## src/hw/rtl/bdq_pkg.sv

```systemverilog
// Shared types and constants for the bounded deque with saturating scale.
// Holds opcodes, payload structs and the controller/datapath command and status structs.
// No dependencies.
package bdq_pkg;

   localparam int unsigned WORD_W  = 32;
   localparam int unsigned COUNT_W = 7;
   localparam int unsigned OP_W    = 3;

   localparam logic [WORD_W-1:0] INT_MAX         = 32'h7FFF_FFFF;
   localparam logic [WORD_W-1:0] POP_EMPTY_VALUE = 32'hFFFF_FFFF;

   // opcode values 6 and 7 are unused and act as no operation
   typedef enum logic [OP_W-1:0] {
      OP_PUSH_FRONT = 3'd0,
      OP_PUSH_BACK  = 3'd1,
      OP_POP_FRONT  = 3'd2,
      OP_POP_BACK   = 3'd3,
      OP_CLEAR      = 3'd4,
      OP_SCALE_ALL  = 3'd5
   } bdq_op_type;

   typedef struct packed {
      logic [OP_W-1:0]          opcode;
      logic signed [WORD_W-1:0] push_value;
   } bdq_req_type;

   typedef struct packed {
      logic signed [WORD_W-1:0] popped_value;
      logic                     was_empty;
      logic                     was_full;
      logic [COUNT_W-1:0]       entry_count;
   } bdq_rsp_type;

   typedef struct packed {
      logic take_item;   // latch the accepted word
      logic push;        // store the held word, move index/count
      logic pop_read;    // issue the store read for a pop
      logic pop_done;    // retire the pop, move index/count
      logic clear;       // empty the queue
      logic scan_start;  // read the first entry of a scale walk
      logic scan_read;   // read the next entry of a scale walk
      logic respond;     // load the result register
   } bdq_cmd_type;

   typedef struct packed {
      logic [OP_W-1:0] opcode;
      logic            empty;
      logic            full;
      logic            single;
      logic            scan_last;
      logic            out_free;
   } bdq_status_type;

endpackage

```

## src/hw/rtl/bdq_ram.sv

```systemverilog
// Generic simple dual-port RAM: one write port, one read port, registered read data.
// No dependencies.
module bdq_ram #(
   parameter int unsigned WIDTH = 32,
   parameter int unsigned DEPTH = 64
) (
   input  logic                     clock,
   input  logic                     wr_en,
   input  logic [$clog2(DEPTH)-1:0] wr_addr,
   input  logic [WIDTH-1:0]         wr_data,
   input  logic                     rd_en,
   input  logic [$clog2(DEPTH)-1:0] rd_addr,
   output logic [WIDTH-1:0]         rd_data
);

   logic [WIDTH-1:0] mem_ff [DEPTH];
   logic [WIDTH-1:0] rd_data_ff;

   always_ff @(posedge clock) begin
      if (wr_en) begin
         mem_ff[wr_addr] <= wr_data;
      end
      // hold read data until the next read
      if (rd_en) begin
         rd_data_ff <= mem_ff[rd_addr];
      end
   end

   assign rd_data = rd_data_ff;

endmodule

```

## src/hw/rtl/bdq_ctrl.sv

```systemverilog
// Sequencing state machine of the deque: accepts words and steps the datapath.
// Depends on bdq_pkg.
module bdq_ctrl (
   input  logic                    clock,
   input  logic                    reset,
   input  logic                    req_valid,
   output logic                    req_ready,
   input  bdq_pkg::bdq_status_type status,
   output bdq_pkg::bdq_cmd_type    cmd
);

   typedef enum logic [2:0] {
      S_IDLE,
      S_EXEC,
      S_POP_WAIT,
      S_SCAN,
      S_SCAN_END
   } state_type;

   state_type state_ff;
   state_type state_in;

   always_ff @(posedge clock) begin
      if (reset) begin
         state_ff <= S_IDLE;
      end else begin
         state_ff <= state_in;
      end
   end

   assign req_ready = (state_ff == S_IDLE);

   always_comb begin
      state_in = state_ff;
      cmd      = '0;
      unique case (state_ff)
         S_IDLE: begin
            if (req_valid) begin
               cmd.take_item = 1'b1;
               state_in      = S_EXEC;
            end
         end
         S_EXEC: begin
            unique case (status.opcode)
               bdq_pkg::OP_PUSH_FRONT, bdq_pkg::OP_PUSH_BACK: begin
                  if (status.out_free) begin
                     cmd.push    = !status.full;
                     cmd.respond = 1'b1;
                     state_in    = S_IDLE;
                  end
               end
               bdq_pkg::OP_POP_FRONT, bdq_pkg::OP_POP_BACK: begin
                  if (status.empty) begin
                     if (status.out_free) begin
                        cmd.respond = 1'b1;
                        state_in    = S_IDLE;
                     end
                  end else begin
                     cmd.pop_read = 1'b1;
                     state_in     = S_POP_WAIT;
                  end
               end
               bdq_pkg::OP_CLEAR: begin
                  if (status.out_free) begin
                     cmd.clear   = 1'b1;
                     cmd.respond = 1'b1;
                     state_in    = S_IDLE;
                  end
               end
               bdq_pkg::OP_SCALE_ALL: begin
                  if (status.empty) begin
                     if (status.out_free) begin
                        cmd.respond = 1'b1;
                        state_in    = S_IDLE;
                     end
                  end else begin
                     cmd.scan_start = 1'b1;
                     state_in       = status.single ? S_SCAN_END : S_SCAN;
                  end
               end
               default: begin
                  if (status.out_free) begin
                     cmd.respond = 1'b1;
                     state_in    = S_IDLE;
                  end
               end
            endcase
         end
         S_POP_WAIT: begin
            if (status.out_free) begin
               cmd.pop_done = 1'b1;
               cmd.respond  = 1'b1;
               state_in     = S_IDLE;
            end
         end
         S_SCAN: begin
            cmd.scan_read = 1'b1;
            if (status.scan_last) begin
               state_in = S_SCAN_END;
            end
         end
         S_SCAN_END: begin
            if (status.out_free) begin
               cmd.respond = 1'b1;
               state_in    = S_IDLE;
            end
         end
         default: begin
            state_in = S_IDLE;
         end
      endcase
   end

endmodule

```

## src/hw/rtl/bdq_dp.sv

```systemverilog
// Datapath of the deque: ring indexes, entry store, scale unit and result register.
// Depends on bdq_pkg and bdq_ram.
module bdq_dp #(
   parameter int unsigned DEPTH       = 64,
   parameter int unsigned SCALE_SHIFT = 10
) (
   input  logic                    clock,
   input  logic                    reset,
   input  bdq_pkg::bdq_req_type    req_data,
   input  bdq_pkg::bdq_cmd_type    cmd,
   output bdq_pkg::bdq_status_type status,
   output logic                    rsp_valid,
   input  logic                    rsp_ready,
   output bdq_pkg::bdq_rsp_type    rsp_data
);

   localparam int unsigned IW = $clog2(DEPTH);
   localparam int unsigned CW = $clog2(DEPTH + 1);
   localparam logic [bdq_pkg::WORD_W-1:0] SAT_LIMIT = bdq_pkg::INT_MAX >> SCALE_SHIFT;

   function automatic logic [IW-1:0] ring_pos(input logic [IW-1:0] base,
                                              input logic [CW-1:0] offset);
      logic [CW:0] sum;
      sum = (CW+1)'(base) + (CW+1)'(offset);
      if (sum >= (CW+1)'(DEPTH)) begin
         sum = sum - (CW+1)'(DEPTH);
      end
      return sum[IW-1:0];
   endfunction

   function automatic logic [bdq_pkg::WORD_W-1:0] scale_word(
      input logic [bdq_pkg::WORD_W-1:0] w);
      if (!w[bdq_pkg::WORD_W-1] && (w > SAT_LIMIT)) begin
         return bdq_pkg::INT_MAX;
      end
      return w << SCALE_SHIFT;
   endfunction

   logic [bdq_pkg::OP_W-1:0]          op_ff;
   logic signed [bdq_pkg::WORD_W-1:0] value_ff;
   logic [IW-1:0]                     front_ff, front_in;
   logic [CW-1:0]                     count_ff, count_in;
   logic [CW-1:0]                     scan_idx_ff, scan_idx_in;
   logic                              scan_pend_ff, scan_pend_in;
   logic [IW-1:0]                     scan_addr_ff, scan_addr_in;
   bdq_pkg::bdq_rsp_type              rsp_ff, rsp_in;
   logic                              rsp_valid_ff, rsp_valid_in;

   logic                              is_push, is_pop, is_front;
   logic                              empty, full;
   logic [IW-1:0]                     front_dec;
   logic [IW-1:0]                     back_pos;
   logic [IW-1:0]                     last_pos;
   logic [CW-1:0]                     count_dec;
   logic                              wr_en;
   logic [IW-1:0]                     wr_addr;
   logic [bdq_pkg::WORD_W-1:0]        wr_data;
   logic                              rd_en;
   logic [IW-1:0]                     rd_addr;
   logic [IW-1:0]                     scan_pos;
   logic [bdq_pkg::WORD_W-1:0]        rd_data;

   assign is_push  = (op_ff == bdq_pkg::OP_PUSH_FRONT) || (op_ff == bdq_pkg::OP_PUSH_BACK);
   assign is_pop   = (op_ff == bdq_pkg::OP_POP_FRONT) || (op_ff == bdq_pkg::OP_POP_BACK);
   assign is_front = (op_ff == bdq_pkg::OP_PUSH_FRONT) || (op_ff == bdq_pkg::OP_POP_FRONT);
   assign empty    = (count_ff == '0);
   assign full     = (count_ff == CW'(DEPTH));

   assign count_dec = count_ff - CW'(1);
   assign front_dec = (front_ff == '0) ? IW'(DEPTH - 1) : front_ff - IW'(1);
   assign back_pos  = ring_pos(front_ff, count_ff);
   assign last_pos  = ring_pos(front_ff, count_dec);
   assign scan_pos  = ring_pos(front_ff, cmd.scan_start ? CW'(0) : scan_idx_ff);

   assign status.opcode    = op_ff;
   assign status.empty     = empty;
   assign status.full      = full;
   assign status.single    = (count_ff == CW'(1));
   assign status.scan_last = (scan_idx_ff == count_dec);
   assign status.out_free  = !rsp_valid_ff || rsp_ready;

   // write port: push, or write back the scaled word read on the previous cycle
   always_comb begin
      wr_en   = cmd.push || scan_pend_ff;
      wr_addr = scan_addr_ff;
      wr_data = scale_word(rd_data);
      if (cmd.push) begin
         wr_addr = is_front ? front_dec : back_pos;
         wr_data = value_ff;
      end
   end

   assign rd_en   = cmd.pop_read || cmd.scan_start || cmd.scan_read;
   assign rd_addr = cmd.pop_read ? (is_front ? front_ff : last_pos) : scan_pos;

   bdq_ram #(
      .WIDTH (bdq_pkg::WORD_W),
      .DEPTH (DEPTH)
   ) u_store (
      .clock   (clock),
      .wr_en   (wr_en),
      .wr_addr (wr_addr),
      .wr_data (wr_data),
      .rd_en   (rd_en),
      .rd_addr (rd_addr),
      .rd_data (rd_data)
   );

   always_comb begin
      front_in     = front_ff;
      count_in     = count_ff;
      scan_idx_in  = scan_idx_ff;
      scan_pend_in = cmd.scan_start || cmd.scan_read;
      scan_addr_in = scan_pos;
      if (cmd.push) begin
         count_in = count_ff + CW'(1);
         if (is_front) begin
            front_in = front_dec;
         end
      end
      if (cmd.pop_done) begin
         count_in = count_dec;
         if (is_front) begin
            front_in = ring_pos(front_ff, CW'(1));
         end
      end
      if (cmd.clear) begin
         count_in = '0;
         front_in = '0;
      end
      if (cmd.scan_start) begin
         scan_idx_in = CW'(1);
      end else if (cmd.scan_read) begin
         scan_idx_in = scan_idx_ff + CW'(1);
      end
   end

   // result word, built from the count after the operation
   always_comb begin
      rsp_valid_in = rsp_valid_ff && !rsp_ready;
      rsp_in       = rsp_ff;
      if (cmd.respond) begin
         rsp_valid_in        = 1'b1;
         rsp_in.popped_value = '0;
         if (cmd.pop_done) begin
            rsp_in.popped_value = rd_data;
         end else if (is_pop && empty) begin
            rsp_in.popped_value = bdq_pkg::POP_EMPTY_VALUE;
         end
         rsp_in.was_empty   = is_pop && empty;
         rsp_in.was_full    = is_push && full;
         rsp_in.entry_count = bdq_pkg::COUNT_W'(count_in);
      end
   end

   always_ff @(posedge clock) begin
      if (reset) begin
         front_ff     <= '0;
         count_ff     <= '0;
         scan_idx_ff  <= '0;
         scan_pend_ff <= 1'b0;
         rsp_valid_ff <= 1'b0;
      end else begin
         front_ff     <= front_in;
         count_ff     <= count_in;
         scan_idx_ff  <= scan_idx_in;
         scan_pend_ff <= scan_pend_in;
         rsp_valid_ff <= rsp_valid_in;
      end
   end

   always_ff @(posedge clock) begin
      if (cmd.take_item) begin
         op_ff    <= req_data.opcode;
         value_ff <= req_data.push_value;
      end
      scan_addr_ff <= scan_addr_in;
      rsp_ff       <= rsp_in;
   end

   assign rsp_valid = rsp_valid_ff;
   assign rsp_data  = rsp_ff;

endmodule

```

## src/hw/rtl/bounded_deque_with_saturating_scale_unit.sv

```systemverilog
// Bounded deque of signed 32-bit words with saturating scale-all; one result word per request.
// Pops read the entry store through its registered read port before they respond; scale-all
// reads, scales and writes back every stored entry before it responds.
// Next request is taken once the previous result is loaded into the output register.
// Reset (synchronous, high) empties the queue and drops a pending result; the entry store
// keeps its contents. Depends on bdq_pkg, bdq_ctrl, bdq_dp, bdq_ram.
module bounded_deque_with_saturating_scale_unit #(
   parameter int unsigned DEPTH       = 64,
   parameter int unsigned SCALE_SHIFT = 10
) (
   input  logic                 clock,
   input  logic                 reset,
   input  logic                 req_valid,
   output logic                 req_ready,
   input  bdq_pkg::bdq_req_type req_data,
   output logic                 rsp_valid,
   input  logic                 rsp_ready,
   output bdq_pkg::bdq_rsp_type rsp_data
);

   // Controller talks to the datapath only through these two structs.
   bdq_pkg::bdq_cmd_type    cmd;
   bdq_pkg::bdq_status_type status;

   // Sequencer: takes a request word in idle, then steps push, pop, clear
   // or the scale walk, and finishes by loading the result register once
   // that register is free (empty, or being taken in the same cycle).
   bdq_ctrl u_ctrl (
      .clock     (clock),
      .reset     (reset),
      .req_valid (req_valid),
      .req_ready (req_ready),
      .status    (status),
      .cmd       (cmd)
   );

   // Datapath: the ring lives in a RAM of DEPTH words addressed from the
   // front index plus an offset. The scale walk reads one entry per cycle
   // and writes the scaled word back in the following cycle, so reads and
   // writes overlap.
   bdq_dp #(
      .DEPTH       (DEPTH),
      .SCALE_SHIFT (SCALE_SHIFT)
   ) u_dp (
      .clock     (clock),
      .reset     (reset),
      .req_data  (req_data),
      .cmd       (cmd),
      .status    (status),
      .rsp_valid (rsp_valid),
      .rsp_ready (rsp_ready),
      .rsp_data  (rsp_data)
   );

endmodule

```

## config.mk

```make
export PLATFORM = sky130hd
export DESIGN_NAME = bounded_deque_with_saturating_scale_unit
export DESIGN_NICKNAME = d
export VERILOG_FILES = /design/src/hw/rtl/bdq_pkg.sv /design/src/hw/rtl/bdq_ram.sv /design/src/hw/rtl/bdq_ctrl.sv /design/src/hw/rtl/bdq_dp.sv /design/src/hw/rtl/bounded_deque_with_saturating_scale_unit.sv
export SDC_FILE = /design/constraint.sdc
export NUM_CORES = 2
export LEC_CHECK = 0
export BUFFER_PORTS_ARGS = -buffer_cell sky130_fd_sc_hd__clkbuf_2
export CELL_PAD_IN_SITES_DETAIL_PLACEMENT = 1
export CELL_PAD_IN_SITES_GLOBAL_PLACEMENT = 2
export CORE_MARGIN = 2
export CORE_UTILIZATION = 30
export CTS_CLUSTER_DIAMETER = 150
export DETAILED_ROUTE_END_ITERATION = 8
export PLACE_DENSITY_LB_ADDON = 0.05
export SLEW_MARGIN = 20
export SYNTH_ARGS = -nofsm -noshare
export SYNTH_HDL_FRONTEND = slang
export SYNTH_SLANG_ARGS = --single-unit
```

## constraint.sdc

```tcl
create_clock -name clock -period 4.2 [get_ports clock]
set_input_delay 0.84 -clock clock [delete_from_list [all_inputs] [get_ports clock]]
set_output_delay 0.84 -clock clock [all_outputs]
set_load 0.01 [all_outputs]
```

### After elaboration in Yosys (flattened, before gate mapping)

Memories as Yosys holds them, arrays and structs flattened. A register that Yosys moved wholly into a read port is not among the register bits.
Index checks and enable logic that the tools add are counted.

| word-level totals | value |
|---|---|
| register bits | 107 |
| RAM bits | 2048 |
| input port bits | 39 |
| output and inout port bits | 43 |
| word-level logic and storage cells | 126 |
| memories kept | 1 |

Memory list:

| memory | depth | width | rd ports | clocked after Yosys merged registers in | write ports | RTL line | text |
|---|---|---|---|---|---|---|---|
| u_dp.u_store.mem_ff | 64 | 32 | 1 | 1 | 1 | bdq_ram.sv:16 | `logic [WIDTH-1:0] mem_ff [DEPTH];` |

| cells by class | value |
|---|---|
| $add $sub $neg | 12 |
| $lt $le $gt $ge | 5 |
| equal/unequal tests | 14 |
| mux-type cells | 52 |
| reduce and logical (&&, ||, !) cells | 28 |

Operator list:

| cell | number |
|---|---|
| $mux 32 | 5 |
| $mux 6 | 13 |
| $gt 32x21->1 const B | 1 |
| $sub 6x1->6 const B | 5 |
| $mux 7 | 4 |
| $add 6x7->8 | 3 |
| $ge 8x7->1 const B | 3 |
| $mux 1 | 19 |
| $mux 3 | 6 |
| $add 7x1->7 const B | 2 |
| $eq 3x2->1 const B | 4 |
| $pmux 3 s4 | 1 |
| $reduce_or 2->1 | 5 |
| $eq 3x3->1 const B | 3 |
| $logic_or 1x1->1 | 8 |
| $add 6x1->7 const B | 1 |
| $eq 7x1->1 const B | 1 |
| $eq 7x7->1 | 1 |
| $eq 7x7->1 const B | 1 |
| $ge 7x7->1 const B | 1 |
| $logic_not 7->1 | 1 |
| $sub 7x1->7 const B | 1 |
| $eq 3x1->1 const B | 2 |
| $logic_not 3->1 | 2 |
| other kinds (10) | 18 |

### Longest topological paths before layout

| depth | value |
|---|---|
| depth in word-level cells | 10 |
| mapped depth | 19 |
| mapped depth without buffers | 15 |

### Cells and area by module

A second synthesis with hierarchy kept.

| unflattened totals | value |
|---|---|
| cell total of the unflattened synthesis | 3909 |
| area, all modules | 84670.0 sq um |

By module, submodules not included:

| module | instances | cells each | area an instance (sq um) | sequential area each (sq um) |
|---|---|---|---|---|
| bdq_ram | 1 | 3324 | 78833.1 | 62459.9 |
| bdq_dp | 1 | 542 | 5482.8 | 2842.7 |
| bdq_ctrl | 1 | 43 | 354.1 | 60.1 |

### Worst setup path before layout

OpenSTA, ideal clock, no wires.

| timing | value |
|---|---|
| path type | register to register |
| start point | register u_ctrl.state_ff[0] |
| end point | memory u_dp.u_store.mem_ff[56][0] (enable) |
| library setup time | 0.421 ns |
| arrival | 3.992 ns |
| required time | 3.779 ns |
| path slack | -0.213 ns |
| stages on the path, launching flop included | 11 |
| buffers on the path | 4 |
| period minus slack after synthesis | 4.413 ns |
| path through | dfxtp_1 -> or3b_1 -> clkbuf_1 -> nand2b_1 -> or4_1 -> clkbuf_1 -> clkbuf_1 -> clkbuf_1 -> a21oi_1 -> nand3_1 -> nor2_1 |

| on the way | value |
|---|---|
| longest elaborated chain between the ends | 5 |
| elaborated cells on any way between the ends | 6 |
| classes of those cells | 1 x eq/ne; 4 x mux; 1 x reduce/logical |

RTL lines:

| what | RTL line | text |
|---|---|---|
| start: declaration | bdq_ctrl.sv:20 | `state_type state_ff;` |
| start signal: assignment | bdq_ctrl.sv:27 | `state_ff <= state_in;` |
| $eq 3x1->1 * | bdq_ctrl.sv:36 | `unique case (state_ff)` |
| $mux 2 * | bdq_ctrl.sv:36 |  |
| $logic_or 1x1->1 | bdq_dp.sv:84 | `wr_en = cmd.push \|\| scan_pend_ff;` |
| $mux 1 | bdq_ram.sv:20 | `if (wr_en) begin` |
| $mux 1 (implied by the code) | bdq_ram.sv:21 | `mem_ff[wr_addr] <= wr_data;` |
| end: declaration | bdq_ram.sv:16 |  |

Mark *: on every way between the ends. The rest lies on a longest branch, timed or not.

### Worst setup path in the final report

| timing | value |
|---|---|
| start point | register u_ctrl.state_ff[2] |
| end point | register u_dp.u_store.rd_data_ff[30] (netlist: u_dp.u_store.rd_data[30]) (read register of u_dp.u_store.mem_ff) (data pin) |

| on the way | value |
|---|---|
| longest elaborated chain between the ends | 7 |
| elaborated cells on any way between the ends | 13 |
| classes of those cells | 2 x add/sub; 1 x order compare; 2 x eq/ne; 6 x mux; 2 x reduce/logical |

RTL lines:

| what | RTL line | text |
|---|---|---|
| $eq 3x1->1 * | bdq_ctrl.sv:36 |  |
| $mux 2 * | bdq_ctrl.sv:36 |  |
| $mux 7 * | bdq_dp.sv:73 | `assign scan_pos = ring_pos(front_ff, cmd.scan_start ? CW'(0) : scan_idx_ff);` |
| $add 6x7->8 * | bdq_dp.sv:24 | `sum = (CW+1)'(base) + (CW+1)'(offset);` |
| $ge 8x7->1 or $sub 6x1->6 (tied branches) | bdq_dp.sv:25, bdq_dp.sv:26 |  |
| $mux 6 * | bdq_dp.sv:25 | `if (sum >= (CW+1)'(DEPTH)) begin` |
| net u_dp.scan_addr_in[1] | bdq_dp.sv:45 | `logic [IW-1:0] scan_addr_ff, scan_addr_in;` |
| $mux 6 * | bdq_dp.sv:94 | `assign rd_addr = cmd.pop_read ? (is_front ? front_ff : last_pos) : scan_pos;` |
| end: declaration | bdq_ram.sv:17 | `logic [WIDTH-1:0] rd_data_ff;` |

The timed path passes the listed nets; every way through them passes the cells marked *.
A chain may end at the register's enable or synchronous reset.

==> out/metrics.csv <==
stage,metric,value,unit
critical_path,critical path arrival,5.05,ns
critical_path,RR Endpoint,u_dp.u_store.rd_data[30]$_DFFE_PP_,
placed_design,placed inst area,101000,sq um
clock_network,clk sinks,2187,
timing,FMAX,0.233,GHz
finish,Syn-to-layout area delta,29.7,%
pwr,leakage power,38.9,nW
clock_network,total CTS buffers,268,
die,initial core utilization,30.1,%
timing,Slew HR,37.7,%
critical_path,critical path class,flop to flop,
global_route,largest net degree at the start of global routing,81,
pwr,PwrDens,509,nW/um^2
critical_path,CP required,4.96,ns
logic_synthesis,syn_nets,6017,
die,DIE WIDTH,542,microns
die,Core ar.,288000,sq um
logic_synthesis,"EDFF count, synth",2156,
finish,Final Cell Area,113000,sq um
timing,post-layout min period,4.29,ns
critical_path,worst r2r src,u_ctrl.state_ff[2]$_SDFFE_PP0P_,
clock_network,Worst-Skew Late Latency,0.91,ns
flow_run,Max-cap violations,0,
timing,setup violators final,22,
route,final WL,338,mm
clock_network,CTS HTree Levels,5,
clock_network,Clock Tree Root,clkbuf_16,
route,drt first-iter violations,4354,
status,status,finished with violations,
global_route,gr usage total,22.5,%
logic_synthesis,synth top area cells,"edfxtp_1 (75%), mux2i_1 (6.4%), nand2_1 (5.7%), nand3_1 (3.6%), a32oi_1 (0.97%)",
hold_path,Hold Startpoint,req_data[0],
finish,share of cells above drive strength 1,24.6,%
critical_path,Reg2Reg Setup Slack,-0.09,ns
timing,Least-Margin Pin Slew,0.935,ns
die,I/O pin count,82,
logic_synthesis,top-area cell type share of the netlist area,74.5,%
timing,fin. max-slew vios,0,
critical_path,Worst setup EP type,flop,
route,DR WL/cell,31.2,microns
critical_path,Startpoint Class,flop,
logic_synthesis,"Cell Area, Synth",86900,sq um
global_route,GRT overflow,0,
route,DRC Markers,0,
timing,endpoints failing hold,0,
global_route,vias in the first global route,57371,
critical_path,worst reg-to-reg path cell count,16,
route,vias per cell,5.11,
route,vias after detailed routing,55444,
placed_design,Port Buffers,81,
critical_path,CP max FO,12,
logic_synthesis,share of synthesized registers carrying an async set or reset,0,%
placed_design,RD Place Congestion,0.784,
global_route,antenna violations before repair,17,
status,violated checks,negative setup slack,
route,Pre-Repair DR Iteration Count,5,
timing,RSZ-0062 raised after global routing,true,
clock_network,CTS Hold Bufs,0,
logic_synthesis,Cells after Synth,5952,
die,die area,294000,sq um
logic_synthesis,leading area contributor after synthesis,edfxtp_1,
logic_synthesis,Synth warnings,0,
logic_synthesis,"FF+latch count, synth",2187,
timing,Setup TNS Final,-0.781,ns
logic_synthesis,Cell variety after synth,67,
clock_network,clk buf depth,4,
pwr,Worst IR Drop VDD,0.306,mV
global_route,global-route wire length before repair,468,mm
logic_synthesis,Syn Area/Cell,14.6,sq um
logic_synthesis,sequential share of the synthesized area,75.2,%
timing,worst clock skew,0.0434,ns
hold_path,hold path cells,1,
finish,final net count,6927,
hold_path,Hold EP,u_dp.value_ff[0]$_DFFE_PP_,
timing,final worst slack,-0.0889,ns
clock_network,CTS tree,done,
placed_design,hpwl dp,211,mm
logic_synthesis,ys flop type,edfxtp_1,
timing,crit share post-route,102,%
route,Routed Antenna Nets,0,
die,Core Rows,197,
clock_network,Worst-path clk slew,0.06,ns
die,die height,542,microns
hold_path,Hold/Removal Path Class,input pin to flop,
-- kinds of logic (layout without fill, tap and decap cells) --
kind of cell    after synthesis  in the layout  synth area share, %
compound gates              481            481                 4.10
xor+xnor                     39             39                0.393
fa+ha+maj                    26             26                0.400
mux                         559            560                 6.45
other cells                   0              6                    0
simple gates               2282           2282                 11.4
flops                      2187           2187                 75.2
buf+inv                     378           1491                 2.01
-- placed cells by master, fill, tap and decap left out, types with 22 or more instances in the layout --
master	count
a21o_1	37
a21oi_1	31
a31oi_1	91
a32oi_1	70
a32oi_2	22
buf_12	297
buf_4	538
buf_6	51
clkbuf_1	69
clkbuf_16	282
clkbuf_2	81
clkinv_1	50
clkinv_2	39
dfxtp_1	28
edfxtp_1	2156
mux2i_1	530
nand2_1	1307
nand3_1	582
nand3_2	38
nand4_1	94
nor2_1	51
nor2_4	69
o22ai_1	22
o22ai_2	28
-- registers in the layout, summed over array words and instances, names as in the netlist --
register,flops
u_ctrl.state_ff,3
u_dp.count_ff,7
u_dp.front_ff,6
u_dp.op_ff,3
u_dp.rsp_data,41
u_dp.rsp_valid,1
u_dp.scan_addr_ff,6
u_dp.scan_idx_ff,7
u_dp.scan_pend_ff,1
u_dp.u_store.mem_ff,2048
u_dp.u_store.rd_data,32
u_dp.value_ff,32
-- routing by layer --
layer / up-vias / GRT usage [%] / routed length [microns] / share of wire (%)
met2: 989 / 36.5 / 159000 / 47
met5: - / 0 / 0 / 0
li1: 24426 / - / - / -
met4: 0 / 5.03 / 6650 / 2.0
met1: 29672 / 32.6 / 161000 / 48
met3: 357 / 2.09 / 11000 / 3.2
-- synth_stat cells (all sizes together), types with 31 or more instances --
library cell and count:
dfxtp 31, clkbuf 179, nand3 624, buf 190, a21oi 35, mux2i 554
nor4 35, nor2 120, nand4 94, a21o 37, edfxtp 2156, nand2 1327
o221a 32, a31oi 124, a32oi 96, o22ai 70
-- per-stage QoR --
step                util [%]  total power [mW]  hold WS [ns]  instances  setup WS (ns)
global route            39.1              59.2         0.100      10849         -0.174
CTS                     38.6              57.7        0.0558      10806        -0.0942
detailed placement      34.9              34.7         0.533      10272          -1.39
finish                  39.1              57.3         0.124      10853        -0.0889
global placement        34.9              34.6         0.540      10272          -1.36
floorplan                  -              29.5         0.481       5952         -0.213
-- worst max path at each step --
stage / startpoint / cells past startpoint / slack, ns / endpoint
detailed placement: u_dp.count_ff[0]$_SDFF_PP0_ / 20 / -1.39 / u_dp.u_store.rd_data[30]$_DFFE_PP_
global placement: u_dp.count_ff[0]$_SDFF_PP0_ / 20 / -1.36 / u_dp.u_store.rd_data[30]$_DFFE_PP_
global route: u_ctrl.state_ff[0]$_SDFFE_PP0P_ / 17 / -0.17 / u_dp.u_store.rd_data[23]$_DFFE_PP_
floorplan: u_ctrl.state_ff[0]$_SDFFE_PP0P_ / 10 / -0.21 / u_dp.u_store.mem_ff[56][0]$_DFFE_PP_
finish: u_ctrl.state_ff[2]$_SDFFE_PP0P_ / 16 / -0.09 / u_dp.u_store.rd_data[30]$_DFFE_PP_
CTS: u_dp.op_ff[1]$_DFFE_PP_ / 15 / -0.09 / u_dp.u_store.rd_data[23]$_DFFE_PP_
-- critical path, cell delays in order, from the launching register on --
cell	delay, ns
dfxtp_1	0.31
or3b_4	0.42
a211oi_4	0.37
nor2b_2	0.08
ha_2	0.21
fa_2	0.48
mux2_8	0.40
buf_12	0.16
buf_16	0.16
buf_16	0.17
buf_4	0.16
mux2i_1	0.13
a32oi_2	0.21
a21oi_2	0.10
a2111oi_4	0.46
buf_4	0.22
a211o_1	0.12
-- area by class of cell --
cell class,count,area [sq um]
fillers,28873,175000
flip-flops and latches,2187,65400
diodes,6,15.0
well taps,3781,4730
multi-input cells,3388,22400
clock inverters,129,1070
repair buffers,1008,12000
clock buffers,345,7140
inverters,9,33.8
-- repair_timing --
item,in CTS,in global routing
pin swaps,100,95
setup buffers,59,42
cloned,13,9
endpoints found under the setup margin,32,32
resized for setup,274,166
-- where the power goes --
part / internal [mW] / total [mW] / switching [mW] / leakage [nW]
clock network: 12.8 / 22.2 / 9.43 / 3.99
logic: 3.70 / 9.94 / 6.24 / 15.4
registers: 24.9 / 25.1 / 0.198 / 19.5
total: 41.4 / 57.3 / 15.9 / 38.9
Power figures use the tool's default switching activity.
